<file path="config.mk">
export PLATFORM = sky130hd
export DESIGN_NAME = reaction_diffusion_stencil_1d
export DESIGN_NICKNAME = d
export VERILOG_FILES = /design/src/rds_pkg.sv /design/src/rds_front.sv /design/src/rds_queue.sv /design/src/rds_back.sv /design/src/reaction_diffusion_stencil_1d.sv
export SDC_FILE = /design/constraint.sdc
export NUM_CORES = 2
export LEC_CHECK = 0
export BUFFER_PORTS_ARGS = -buffer_cell sky130_fd_sc_hd__buf_2
export CORE_MARGIN = 2
export CORE_UTILIZATION = 60
export CTS_CLUSTER_SIZE = 40
export DETAILED_ROUTE_END_ITERATION = 8
export PLACE_DENSITY = 0.79
export SLEW_MARGIN = 30
export SYNTH_ARGS = -nofsm -noshare
export SYNTH_HDL_FRONTEND = slang
export SYNTH_HIERARCHICAL = 1
export SYNTH_SLANG_ARGS = --single-unit
</file>
<file path="constraint.sdc">
create_clock -name clk -period 7 [get_ports clk]
set_clock_uncertainty 0.15 [all_clocks]
set_input_delay 0.7 -clock clk [delete_from_list [all_inputs] [get_ports clk]]
set_output_delay 0.7 -clock clk [all_outputs]
set_load 0.1 [all_outputs]
</file>
<file path="src/rds_pkg.sv">
// Shared types and constants for the reaction-diffusion stencil.
`timescale 1ns / 1ps

package rds_pkg;

	localparam int VAL_W         = 16;
	localparam int FRAC_BITS_DEF = 12;
	localparam int QUEUE_DEPTH   = 4;

	typedef enum logic [1:0] {
		REG_GAIN  = 2'd0,
		REG_RATE  = 2'd1,
		REG_LEVEL = 2'd2,
		REG_HOLD  = 2'd3
	} reg_index_t;

	localparam logic [VAL_W-1:0] GAIN_RST  = 16'd52;
	localparam logic [VAL_W-1:0] RATE_RST  = 16'd3277;
	localparam logic [VAL_W-1:0] LEVEL_RST = 16'd3277;
	localparam logic [VAL_W-1:0] HOLD_RST  = 16'd3277;

	localparam logic [VAL_W-1:0] SAT_MAX = 16'h7fff;
	localparam logic [VAL_W-1:0] SAT_MIN = 16'h8000;

	typedef struct packed {
		logic signed [VAL_W-1:0] left;
		logic signed [VAL_W-1:0] centre;
		logic signed [VAL_W-1:0] right;
		logic                    last;
	} job_t;

	typedef struct packed {
		logic        [VAL_W-1:0] gain;
		logic        [VAL_W-1:0] rate;
		logic signed [VAL_W-1:0] level;
		logic signed [VAL_W-1:0] hold;
	} cfg_t;

endpackage

</file>
<file path="src/rds_front.sv">
// Front end: input window over the row and job generation.
`timescale 1ns / 1ps

module rds_front (
	input  logic                            clk,
	input  logic                            arst_n,
	input  logic                            in_valid,
	output logic                            in_stall,
	input  logic signed [rds_pkg::VAL_W-1:0] cell_value,
	input  logic                            last_cell,
	output logic                            push,
	output rds_pkg::job_t                   push_job,
	input  logic                            q_full
);

	logic                             have_q;
	logic signed [rds_pkg::VAL_W-1:0] left_q;
	logic signed [rds_pkg::VAL_W-1:0] centre_q;
	logic                             pend_valid_q;
	rds_pkg::job_t                    pend_job_q;
	logic                             accept;
	rds_pkg::job_t                    job_a;
	rds_pkg::job_t                    job_b;

	assign in_stall = pend_valid_q || q_full;
	assign accept   = in_valid && !in_stall;

	always_comb begin
		job_a.left   = left_q;
		job_a.centre = centre_q;
		job_a.right  = cell_value;
		job_a.last   = 1'b0;
		job_b.left   = have_q ? centre_q : '0;
		job_b.centre = cell_value;
		job_b.right  = '0;
		job_b.last   = 1'b1;
	end

	always_comb begin
		push     = 1'b0;
		push_job = job_a;
		if (pend_valid_q) begin
			push     = !q_full;
			push_job = pend_job_q;
		end else if (accept) begin
			push     = have_q || last_cell;
			push_job = have_q ? job_a : job_b;
		end
	end

	always_ff @(posedge clk or negedge arst_n) begin
		if (!arst_n) begin
			have_q       <= 1'b0;
			left_q       <= '0;
			centre_q     <= '0;
			pend_valid_q <= 1'b0;
		end else begin
			if (pend_valid_q && !q_full) begin
				pend_valid_q <= 1'b0;
			end
			if (accept) begin
				pend_valid_q <= have_q && last_cell;
				if (last_cell) begin
					have_q   <= 1'b0;
					left_q   <= '0;
					centre_q <= '0;
				end else begin
					have_q   <= 1'b1;
					left_q   <= centre_q;
					centre_q <= cell_value;
				end
			end
		end
	end

	always_ff @(posedge clk) begin
		if (accept) begin
			pend_job_q <= job_b;
		end
	end

	ap_pend_blocks_input: assert property (@(posedge clk) disable iff (!arst_n)
		pend_valid_q |-> !accept)
		else $error("input accepted while a second job is pending");

endmodule

</file>
<file path="src/rds_queue.sv">
// Short job queue between front end and arithmetic back end.
`timescale 1ns / 1ps

module rds_queue (
	input  logic          clk,
	input  logic          arst_n,
	input  logic          push,
	input  rds_pkg::job_t push_job,
	output logic          full,
	output logic          head_valid,
	output rds_pkg::job_t head_job,
	input  logic          pop
);

	localparam int DEPTH = rds_pkg::QUEUE_DEPTH;
	localparam int PTR_W = $clog2(DEPTH);
	localparam int CNT_W = $clog2(DEPTH + 1);

	rds_pkg::job_t    slot_q [DEPTH];
	logic [PTR_W-1:0] wr_ptr_q;
	logic [PTR_W-1:0] rd_ptr_q;
	logic [CNT_W-1:0] count_q;
	logic             do_push;
	logic             do_pop;

	assign full       = (count_q == CNT_W'(DEPTH));
	assign head_valid = (count_q != '0);
	assign head_job   = slot_q[rd_ptr_q];
	assign do_push    = push && !full;
	assign do_pop     = pop && head_valid;

	always_ff @(posedge clk or negedge arst_n) begin
		if (!arst_n) begin
			wr_ptr_q <= '0;
			rd_ptr_q <= '0;
			count_q  <= '0;
		end else begin
			if (do_push) begin
				wr_ptr_q <= (wr_ptr_q == PTR_W'(DEPTH - 1)) ? '0 : wr_ptr_q + 1'b1;
			end
			if (do_pop) begin
				rd_ptr_q <= (rd_ptr_q == PTR_W'(DEPTH - 1)) ? '0 : rd_ptr_q + 1'b1;
			end
			unique case ({do_push, do_pop})
				2'b10:   count_q <= count_q + 1'b1;
				2'b01:   count_q <= count_q - 1'b1;
				default: count_q <= count_q;
			endcase
		end
	end

	always_ff @(posedge clk) begin
		if (do_push) begin
			slot_q[wr_ptr_q] <= push_job;
		end
	end

	ap_count_bound: assert property (@(posedge clk) disable iff (!arst_n)
		count_q <= CNT_W'(DEPTH))
		else $error("queue count beyond depth");

	ap_no_push_full: assert property (@(posedge clk) disable iff (!arst_n)
		push |-> !full)
		else $error("job pushed into a full queue");

endmodule

</file>
<file path="src/rds_back.sv">
// Back end: pipelined cell update with saturation and output register.
`timescale 1ns / 1ps

module rds_back #(
	parameter int FRAC_BITS = rds_pkg::FRAC_BITS_DEF
) (
	input  logic                             clk,
	input  logic                             arst_n,
	input  rds_pkg::cfg_t                    cfg,
	input  logic                             head_valid,
	input  rds_pkg::job_t                    head_job,
	output logic                             pop,
	output logic                             out_valid,
	input  logic                             out_stall,
	output logic signed [rds_pkg::VAL_W-1:0] new_value,
	output logic                             row_end
);

	localparam int VW     = rds_pkg::VAL_W;
	localparam int LAP_W  = VW + 2;
	localparam int SPAN_W = VW + 1;
	localparam int DP_W   = SPAN_W + LAP_W;
	localparam int RP_W   = VW + SPAN_W;
	localparam int PROD_W = RP_W - FRAC_BITS;
	localparam int RCP_W  = SPAN_W + PROD_W;
	localparam int DIFF_W = DP_W - VW;
	localparam int REAC_W = RCP_W - VW;
	localparam int SUM_W  = ((REAC_W > DIFF_W) ? REAC_W : DIFF_W) + 2;

	logic adv;

	logic                     valid_s1, valid_s2, valid_s3;
	logic                     last_s1, last_s2, last_s3;
	logic                     hold_s1, hold_s2, hold_s3;
	logic signed [VW-1:0]     u_s1, u_s2, u_s3;
	logic signed [LAP_W-1:0]  lap_s1;
	logic signed [SPAN_W-1:0] span_s1;
	logic signed [DP_W-1:0]   dprod_s2;
	logic signed [RP_W-1:0]   rprod_s2;
	logic signed [DIFF_W-1:0] diff_s3;
	logic signed [RCP_W-1:0]  rcp_s3;

	logic                     out_valid_q;
	logic signed [VW-1:0]     new_value_q;
	logic                     row_end_q;

	logic signed [SPAN_W-1:0] gain_x;
	logic signed [SPAN_W-1:0] rate_x;
	logic signed [PROD_W-1:0] prod;
	logic signed [REAC_W-1:0] reac;
	logic signed [SUM_W-1:0]  sum;
	logic [SUM_W-VW:0]        sum_hi;
	logic signed [VW-1:0]     sat;

	assign adv    = !out_valid_q || !out_stall;
	assign pop    = head_valid && adv;
	assign gain_x = $signed({1'b0, cfg.gain});
	assign rate_x = $signed({1'b0, cfg.rate});
	assign prod   = $signed(rprod_s2[RP_W-1:FRAC_BITS]);
	assign reac   = $signed(rcp_s3[RCP_W-1:VW]);

	always_comb begin
		sum    = SUM_W'(u_s3) + SUM_W'(diff_s3) + SUM_W'(reac);
		sum_hi = sum[SUM_W-1:VW-1];
		if (sum_hi == '0 || sum_hi == '1) begin
			sat = sum[VW-1:0];
		end else begin
			sat = sum[SUM_W-1] ? rds_pkg::SAT_MIN : rds_pkg::SAT_MAX;
		end
	end

	always_ff @(posedge clk or negedge arst_n) begin
		if (!arst_n) begin
			valid_s1    <= 1'b0;
			valid_s2    <= 1'b0;
			valid_s3    <= 1'b0;
			out_valid_q <= 1'b0;
		end else if (adv) begin
			valid_s1    <= head_valid;
			valid_s2    <= valid_s1;
			valid_s3    <= valid_s2;
			out_valid_q <= valid_s3;
		end
	end

	always_ff @(posedge clk) begin
		if (adv) begin
			u_s1     <= head_job.centre;
			last_s1  <= head_job.last;
			hold_s1  <= (head_job.centre == cfg.hold);
			lap_s1   <= LAP_W'(head_job.left) + LAP_W'(head_job.right)
				- (LAP_W'(head_job.centre) <<< 1);
			span_s1  <= SPAN_W'(cfg.level) - SPAN_W'(head_job.centre);

			u_s2     <= u_s1;
			last_s2  <= last_s1;
			hold_s2  <= hold_s1;
			dprod_s2 <= gain_x * lap_s1;
			rprod_s2 <= u_s1 * span_s1;

			u_s3     <= u_s2;
			last_s3  <= last_s2;
			hold_s3  <= hold_s2;
			diff_s3  <= $signed(dprod_s2[DP_W-1:VW]);
			rcp_s3   <= rate_x * prod;

			new_value_q <= hold_s3 ? u_s3 : sat;
			row_end_q   <= last_s3;
		end
	end

	assign out_valid = out_valid_q;
	assign new_value = new_value_q;
	assign row_end   = row_end_q;

	ap_hold_pass: assert property (@(posedge clk) disable iff (!arst_n)
		valid_s3 && hold_s3 && adv |=> new_value_q == $past(u_s3))
		else $error("held cell not passed through");

	ap_pop_moves: assert property (@(posedge clk) disable iff (!arst_n)
		pop |=> valid_s1)
		else $error("popped job lost before first stage");

endmodule

</file>
<file path="src/reaction_diffusion_stencil_1d.sv">
// Top level of the one-dimensional reaction-diffusion stencil.
`timescale 1ns / 1ps
// Usage:
// Cells of a row stream in on in_valid/in_stall with cell_value and
// last_cell; a transaction completes when in_valid is high and in_stall low.
// Each cell yields its update one cell later, when its right neighbor is in;
// a last cell ending a row of two or more yields two, the second with row_end.
// Results leave on out_valid/out_stall as new_value and row_end.
// After the transaction that completes its window, a result passes the queue,
// the three arithmetic stages and the output register.
// Throughput: one cell per cycle while in_stall is low; a last cell that closes
// a row of two or more leaves its second job pending, which stalls input, since
// the front end pushes one job per cycle into the 4-entry queue.
// When the receiver stalls, the output register holds, the pipeline freezes,
// the queue fills and then in_stall rises.
// Reset clears the row window, the queue and the pipeline, and loads the
// default gain, rate, carrying level and hold level. Write registers over
// cfg_valid/cfg_ready (always ready) only while the block is idle.

module reaction_diffusion_stencil_1d #(
	parameter int FRAC_BITS = rds_pkg::FRAC_BITS_DEF
) (
	input  logic                             clk,
	input  logic                             arst_n,
	input  logic                             in_valid,
	output logic                             in_stall,
	input  logic signed [rds_pkg::VAL_W-1:0] cell_value,
	input  logic                             last_cell,
	output logic                             out_valid,
	input  logic                             out_stall,
	output logic signed [rds_pkg::VAL_W-1:0] new_value,
	output logic                             row_end,
	input  logic                             cfg_valid,
	output logic                             cfg_ready,
	input  logic [1:0]                       cfg_index,
	input  logic [rds_pkg::VAL_W-1:0]        cfg_data
);

	rds_pkg::cfg_t cfg_q;
	logic          push;
	rds_pkg::job_t push_job;
	logic          q_full;
	logic          head_valid;
	rds_pkg::job_t head_job;
	logic          pop;

	assign cfg_ready = 1'b1;

	always_ff @(posedge clk or negedge arst_n) begin
		if (!arst_n) begin
			cfg_q.gain  <= rds_pkg::GAIN_RST;
			cfg_q.rate  <= rds_pkg::RATE_RST;
			cfg_q.level <= rds_pkg::LEVEL_RST;
			cfg_q.hold  <= rds_pkg::HOLD_RST;
		end else if (cfg_valid && cfg_ready) begin
			unique case (rds_pkg::reg_index_t'(cfg_index))
				rds_pkg::REG_GAIN:  cfg_q.gain  <= cfg_data;
				rds_pkg::REG_RATE:  cfg_q.rate  <= cfg_data;
				rds_pkg::REG_LEVEL: cfg_q.level <= cfg_data;
				rds_pkg::REG_HOLD:  cfg_q.hold  <= cfg_data;
				default:            cfg_q       <= cfg_q;
			endcase
		end
	end

	rds_front u_front (
		.clk        (clk),
		.arst_n     (arst_n),
		.in_valid   (in_valid),
		.in_stall   (in_stall),
		.cell_value (cell_value),
		.last_cell  (last_cell),
		.push       (push),
		.push_job   (push_job),
		.q_full     (q_full)
	);

	rds_queue u_queue (
		.clk        (clk),
		.arst_n     (arst_n),
		.push       (push),
		.push_job   (push_job),
		.full       (q_full),
		.head_valid (head_valid),
		.head_job   (head_job),
		.pop        (pop)
	);

	rds_back #(
		.FRAC_BITS (FRAC_BITS)
	) u_back (
		.clk        (clk),
		.arst_n     (arst_n),
		.cfg        (cfg_q),
		.head_valid (head_valid),
		.head_job   (head_job),
		.pop        (pop),
		.out_valid  (out_valid),
		.out_stall  (out_stall),
		.new_value  (new_value),
		.row_end    (row_end)
	);

endmodule

</file>
Word-level counts from Yosys, hierarchy flattened:

Memory sizes are Yosys's and may differ from the RTL's.
Cells that the tools add are included.

* $add $sub $neg: 9
* multipliers: 3
* eq/ne operators: 10
* multiplexer cells: 19
* reduce and logical (&&, ||, !) cells: 23

Operators by type and width (number)
* 49-bit two-way mux: 3
* 16-bit two-way mux: 6
* 17-bit by 21-bit multiplier with 38-bit output: 1
* 17-bit by 18-bit multiplier with 35-bit output: 1
* 16-bit by 17-bit multiplier with 33-bit output: 1
* 20-bit by 22-bit adder with 23-bit output: 1
* 16-bit by 19-bit adder with 20-bit output: 1
* 17-bit by 17-bit subtractor with 18-bit output: 1
* 16-bit by 16-bit adder with 17-bit output: 1
* 16-bit by 16-bit subtractor with 17-bit output: 1
* 16-bit equality test: 1
* 2-bit equality test (second input constant): 5
* 9-bit equality test (second input constant): 1
* 9-bit logical NOT: 1
* 2-bit AND reduction: 4
* 1-bit two-way mux: 7
* 1-bit logical AND: 6
* 3-bit one-hot mux with 2 select lines: 1
* 2-bit by 1-bit adder with 2-bit output (second input constant): 2
* 2-bit by 1-bit equality test with 1-bit output (second input constant): 2
* 1-bit logical NOT: 4
* 1-bit logical OR: 4
* 2-bit two-way mux: 2
* 2-bit nonzero test: 2
* other kinds (5): 5

* register bits: 372
* memory bits (writable): 196
* input bits: 40
* output and inout bits: 20
* logic and storage cells: 99
* memories: 1

Memory list
* u_queue.slot_q: words 4, bits a word 49, rd ports 1, clocked after memory_dff 0, write ports 1, RTL line rds_queue.sv:19 `rds_pkg::job_t slot_q [DEPTH];`

Depth between registers and ports, before layout:

* depth after elaboration: 9
* depth in mapped cells: 25
* mapped depth without buffers: 24

Cells and area by module:

Netlist, hierarchy kept.

By module, submodules not included
* rds_back: times used 1, cells an instance 4265, area each 41746.3 um2
* rds_queue: times used 1, cells an instance 297, area each 7586.0 um2
* rds_front: times used 1, cells an instance 281, area each 3145.5 um2
* reaction_diffusion_stencil_1d: times used 1, cells an instance 138, area each 2452.4 um2

Worst setup path before layout:

Ideal clock, no wire load.

* path type: register -> register
* from: register u_back.out_valid_q, in the netlist u_back/out_valid
* to: register u_queue.count_q[2]
* data arrival time: 6594 ps
* required time: 6725 ps
* slack: 131 ps
* cell stages (with the launch flop): 11
* buffers on the path: 0
* period minus slack after synthesis: 6869 ps
* path through: dfrtp_1 -> nand2_1 -> and2_1 -> nand2_2 -> inv_1 -> ha_1 -> inv_1 -> fa_1 -> xor2_1 -> nor2_1 -> xor2_1

* cells in the longest elaborated chain, start to end: 6

RTL lines
* start: declaration: RTL line rds_back.sv:43 `logic out_valid_q;`
* start signal: assignment: RTL line rds_back.sv:82 `out_valid_q <= valid_s3;`
* 1-bit logical NOT (*): RTL line rds_back.sv:55 `assign adv = !out_valid_q || !out_stall;`
* 1-bit logical OR (*): RTL line rds_back.sv:55
* 1-bit logical AND (*): RTL line rds_back.sv:56 `assign pop = head_valid && adv;`
* net pop: RTL line reaction_diffusion_stencil_1d.sv:45 `logic pop;`
* 1-bit logical AND (*): RTL line rds_queue.sv:30 `assign do_pop = pop && head_valid;`
* net u_queue.do_pop: RTL line rds_queue.sv:24 `logic do_pop;`
* 2-bit by 1-bit equality test with 1-bit output or 2-bit equality test (tied branches): RTL line rds_queue.sv:44 `unique case ({do_push, do_pop})`
* 3-bit one-hot mux with 2 select lines or 2-bit nonzero test (tied branches)
* end signal: assignment: RTL line rds_queue.sv:45 `2'b10: count_q <= count_q + 1'b1;`
* end signal: assignment: RTL line rds_queue.sv:46 `2'b01: count_q <= count_q - 1'b1;`
* end signal: assignment: RTL line rds_queue.sv:47 `default: count_q <= count_q;`
* end: declaration: RTL line rds_queue.sv:22 `logic [CNT_W-1:0] count_q;`

Mark *: on every way through the listed nets, which the timed path passes. The rest lies on a longest branch.
A chain may end at the register's enable or synchronous reset.

Worst setup path in the final report:

* from: register u_back.u_s1[4]
* to: register u_back.rprod_s2[32], data pin

* cells in the longest elaborated chain, start to end: 1

RTL lines
* start: declaration: RTL line rds_back.sv:35 `logic signed [VW-1:0] u_s1, u_s2, u_s3;`
* start signal: assignment: RTL line rds_back.sv:88 `u_s1 <= head_job.centre;`
* 16-bit by 17-bit multiplier with 33-bit output: RTL line rds_back.sv:99 `rprod_s2 <= u_s1 * span_s1;`
* end signal: assignment: RTL line rds_back.sv:99
* end: declaration: RTL line rds_back.sv:39 `logic signed [RP_W-1:0] rprod_s2;`

Every way passes these cells.

==> qor.txt <==
Iter 0 DRT Violations: 3170
Most frequent cells in the layout: inv_1, fa_1, nand2_1, and2_1, edfxtp_1
# fillers: 6488
Vias in the first global route: 37900
Most frequent CP cell: fa_1
Overall routing resource usage: 28.3%
Avg Vias per Cell: 5.59
First-pass GRT wire length: 206000 um
Xor-xnor portion of the synthesized cell area: 2.20%
Vias: 35300
Root Driver: clkbuf_16
Final Hold Violating Endpoints: 0
Syn Inst Count: 4981
Post-synth top area share: 34.3%
Tmin final: 6820 ps
Synth Area in Simple Gates: 11.6%
Final period utilization: 97.4%
Die W: 307 um
Largest family of logic cells by synthesized area: adder cells
Clk Latency, worst-skew pair: 670 ps
Yosys cell types: 84
Required time of the critical path: 7230 ps
Worst reg2reg path depth: 23
Synth async-reset ratio: 20.8%
Synth Flop Type: edfxtp_1
WP data arrival: 7040 ps
R2R setup slack: 180 ps
Number of remaining DRC errors: 0
MaxCap Viol Count: 0
Syn_nets: 6282
CTS tree: yes
H-tree level count: 2
Hold endpoint: u_front/pend_job_q[17]$_DFFE_PP_
Mux cell area share after synthesis: 3.51%
Pre-CTS WS: -87.7 ps
RSZ-0062 raised after global routing: yes
Top post-synthesis cells by area: fa_1, edfxtp_1, inv_1
Worst-Margin Slew: 846 ps
Fin. max-slew vios: 0
I/O Pins: 60
Initial DRT Pass Iterations: 6
Drt wl/cell: 20.3 um
Worst r2r src: u_back/u_s1[4]$_DFFE_PN_
Total gr overflow: 0
Max Buffers Root-to-Sink: 3
TritonCTS Sinks: 524
Final worst slack: 184 ps
Starting Density: 60.7%
CTS Buf Count: 57
Clock-pin slew on the worst setup and hold paths: 60 ps
Number of cells on the worst hold path: 1
Row count: 110
Initial antenna violation count: 10
Final-report setup violation count: 0
Post-synth EDFFs: 415
Fmax achieved: 147 MHz
Layout cells sized above 1: 9.99%
Setup CP Type: flop to flop
Critical hold path startpoint: cell_value[0]
Min-delay worst type: input port to flop
Post-route ant nets: 0
CP Cell Sequence: buf_4 -> and2_1 -> fa_1 -> inv_1 -> fa_1 -> fa_1 -> inv_1 -> fa_1 -> fa_1 -> inv_1 -> fa_1 -> inv_1 -> ha_1 -> nand3_1 -> nand2_1 -> o311ai_4 -> a221oi_4 -> a2111oi_4 -> o31ai_2 -> a41o_1 -> or3_4 -> a31oi_4 -> xnor2_1
Crit Path Max Fanout: 6
Core ar.: 90400 um2
Biggest cell delay along the critical path: 550 ps
Synth area leader: fa_1
Die H: 307 um
Syn Area/Cell: 11.0 um2
Sequential share of the synthesized area: 27.7%
Largest net degree at the start of global routing: 165
Worst Setup Start Kind: flop
Synth Register Bits: 524
Post-Route WL: 128000 um
Synth Area in Compound Gates: 4.07%
Critical R2R Capture: u_back/rprod_s2[32]$_DFFE_PN_
Commonest non-fill, non-tap cell in the layout: inv_1
Synth-to-Final Area Change: 8.05%
PortBufs: 58
YS warnings: 6
Adder-Cell Fraction of Synth Area: 41.6%
Post-DP HPWL: 98800 um
Crit-path slowest cell: fa_1
Mapped Area: 54900 um2
Status: complete, no violations
Nets: 6387
Worst rel slew slack: 43.6%
Worst setup EP type: flop
Die area: 94000 um2
Final GP Congestion: 0.940
-- state kept, by name (all words and copies together), names as in the netlist, 17 cells and up --
signal	cells
u_queue/slot_q	196
cfg_q	64
u_front/pend_job_q	32
u_back/rcp_s3	22
u_back/rprod_s2	21
u_back/diff_s3	19
u_back/dprod_s2	19
u_back/lap_s1	18
u_back/span_s1	17
-- cell type report --
type | instances | area [um2] | share of cell area [%]
multi-input combinational | 3131 | 34700 | 58.4
sequential | 524 | 15200 | 25.7
inverter | 1148 | 4310 | 7.26
timing repair buffer | 224 | 1620 | 2.72
clock buffer | 71 | 1530 | 2.58
tap | 1176 | 1470 | 2.48
clock inverter | 36 | 505 | 0.852
antenna | 1 | 2.50 | 0.00422
-- per-layer routing --
metal | vias up | wire [um] | track usage (%)
met4 | 6 | 3070 | 7.16
met3 | 234 | 12600 | 5.97
met2 | 1606 | 60000 | 45.2
met5 | - | 33 | 0
li1 | 15500 | - | -
met1 | 17900 | 52600 | 40.0
-- through the flow --
stage / utilization (%) / area [um2] / cells / hold slack (ps) / setup TNS [ps]
6_report: 65.6 / 59400 / 6311 / 110 / 0
4_1_cts: 65.3 / 59000 / 6283 / 74.5 / 0
3_3_place_gp: 63.0 / 57000 / 6175 / 253 / 0
3_5_place_dp: 63.0 / 57000 / 6175 / 257 / -116
2_1_floorplan: - / 54900 / 4981 / 250 / 0
5_1_grt: 65.6 / 59400 / 6311 / 93.8 / -44.0
-- cells by family after synthesis --
group | count (synthesis)
adder cells (fa/ha/maj) | 1261
buffers and inverters | 1326
flip-flops | 524
other | 1
multiplexers | 122
AND/OR/NAND/NOR | 1274
XOR/XNOR | 138
AO/OA/AOI/OAI | 335
-- repair_timing --
item                       in CTS  in global routing
pin swaps                       0                  8
gates resized for setup         4                 33
hold endpoints to repair       42                  0
setup buffers                   0                 26
hold buffers                    1                  0
setup endpoints to repair       2                 14
-- critical path: cells and delay by family, from the launching register on --
family,cells,cell delay (ps)
compound gates,6,1420
xor+xnor,1,80
fa+ha+maj,7,3260
buf+inv,5,400
flops,1,490
simple gates,4,750
-- synthesized netlist by cell type (16+ instances only) --
library cell / n
inv_1: 1148
fa_1: 940
nand2_1: 563
and2_1: 423
edfxtp_1: 415
ha_1: 321
clkbuf_1: 148
xnor2_1: 105
nor2_1: 104
a21oi_1: 102
dfrtp_1: 85
o21ai_0: 74
mux2_2: 71
nand2b_1: 55
mux4_2: 48
xor2_1: 33
a21o_1: 24
dfstp_2: 24
nand3_1: 22
and3_1: 19
nor3_1: 18
nor3b_1: 18
a22o_1: 17
a221o_1: 16
-- worst max path at each step --
stage | startpoint | end | cells after the start
after CTS | cfg_q[34]$_DFFE_PN1P_ | u_back/rcp_s3[37]$_DFFE_PN_ | 21
after global placement | cfg_q[37]$_DFFE_PN0P_ | u_back/rcp_s3[37]$_DFFE_PN_ | 23
after floorplan | u_back/out_valid$_DFFE_PN0N_ | u_queue/count_q[2]$_DFFE_PN0P_ | 10
after detailed placement | cfg_q[37]$_DFFE_PN0P_ | u_back/rcp_s3[37]$_DFFE_PN_ | 23
after global routing | u_back/u_s1[4]$_DFFE_PN_ | u_back/rprod_s2[32]$_DFFE_PN_ | 24
final | u_back/u_s1[4]$_DFFE_PN_ | u_back/rprod_s2[32]$_DFFE_PN_ | 23
Power is left out: the tool's default activity adds up to more than one toggle a clock period on the data nets, which glitch-free logic cannot reach.
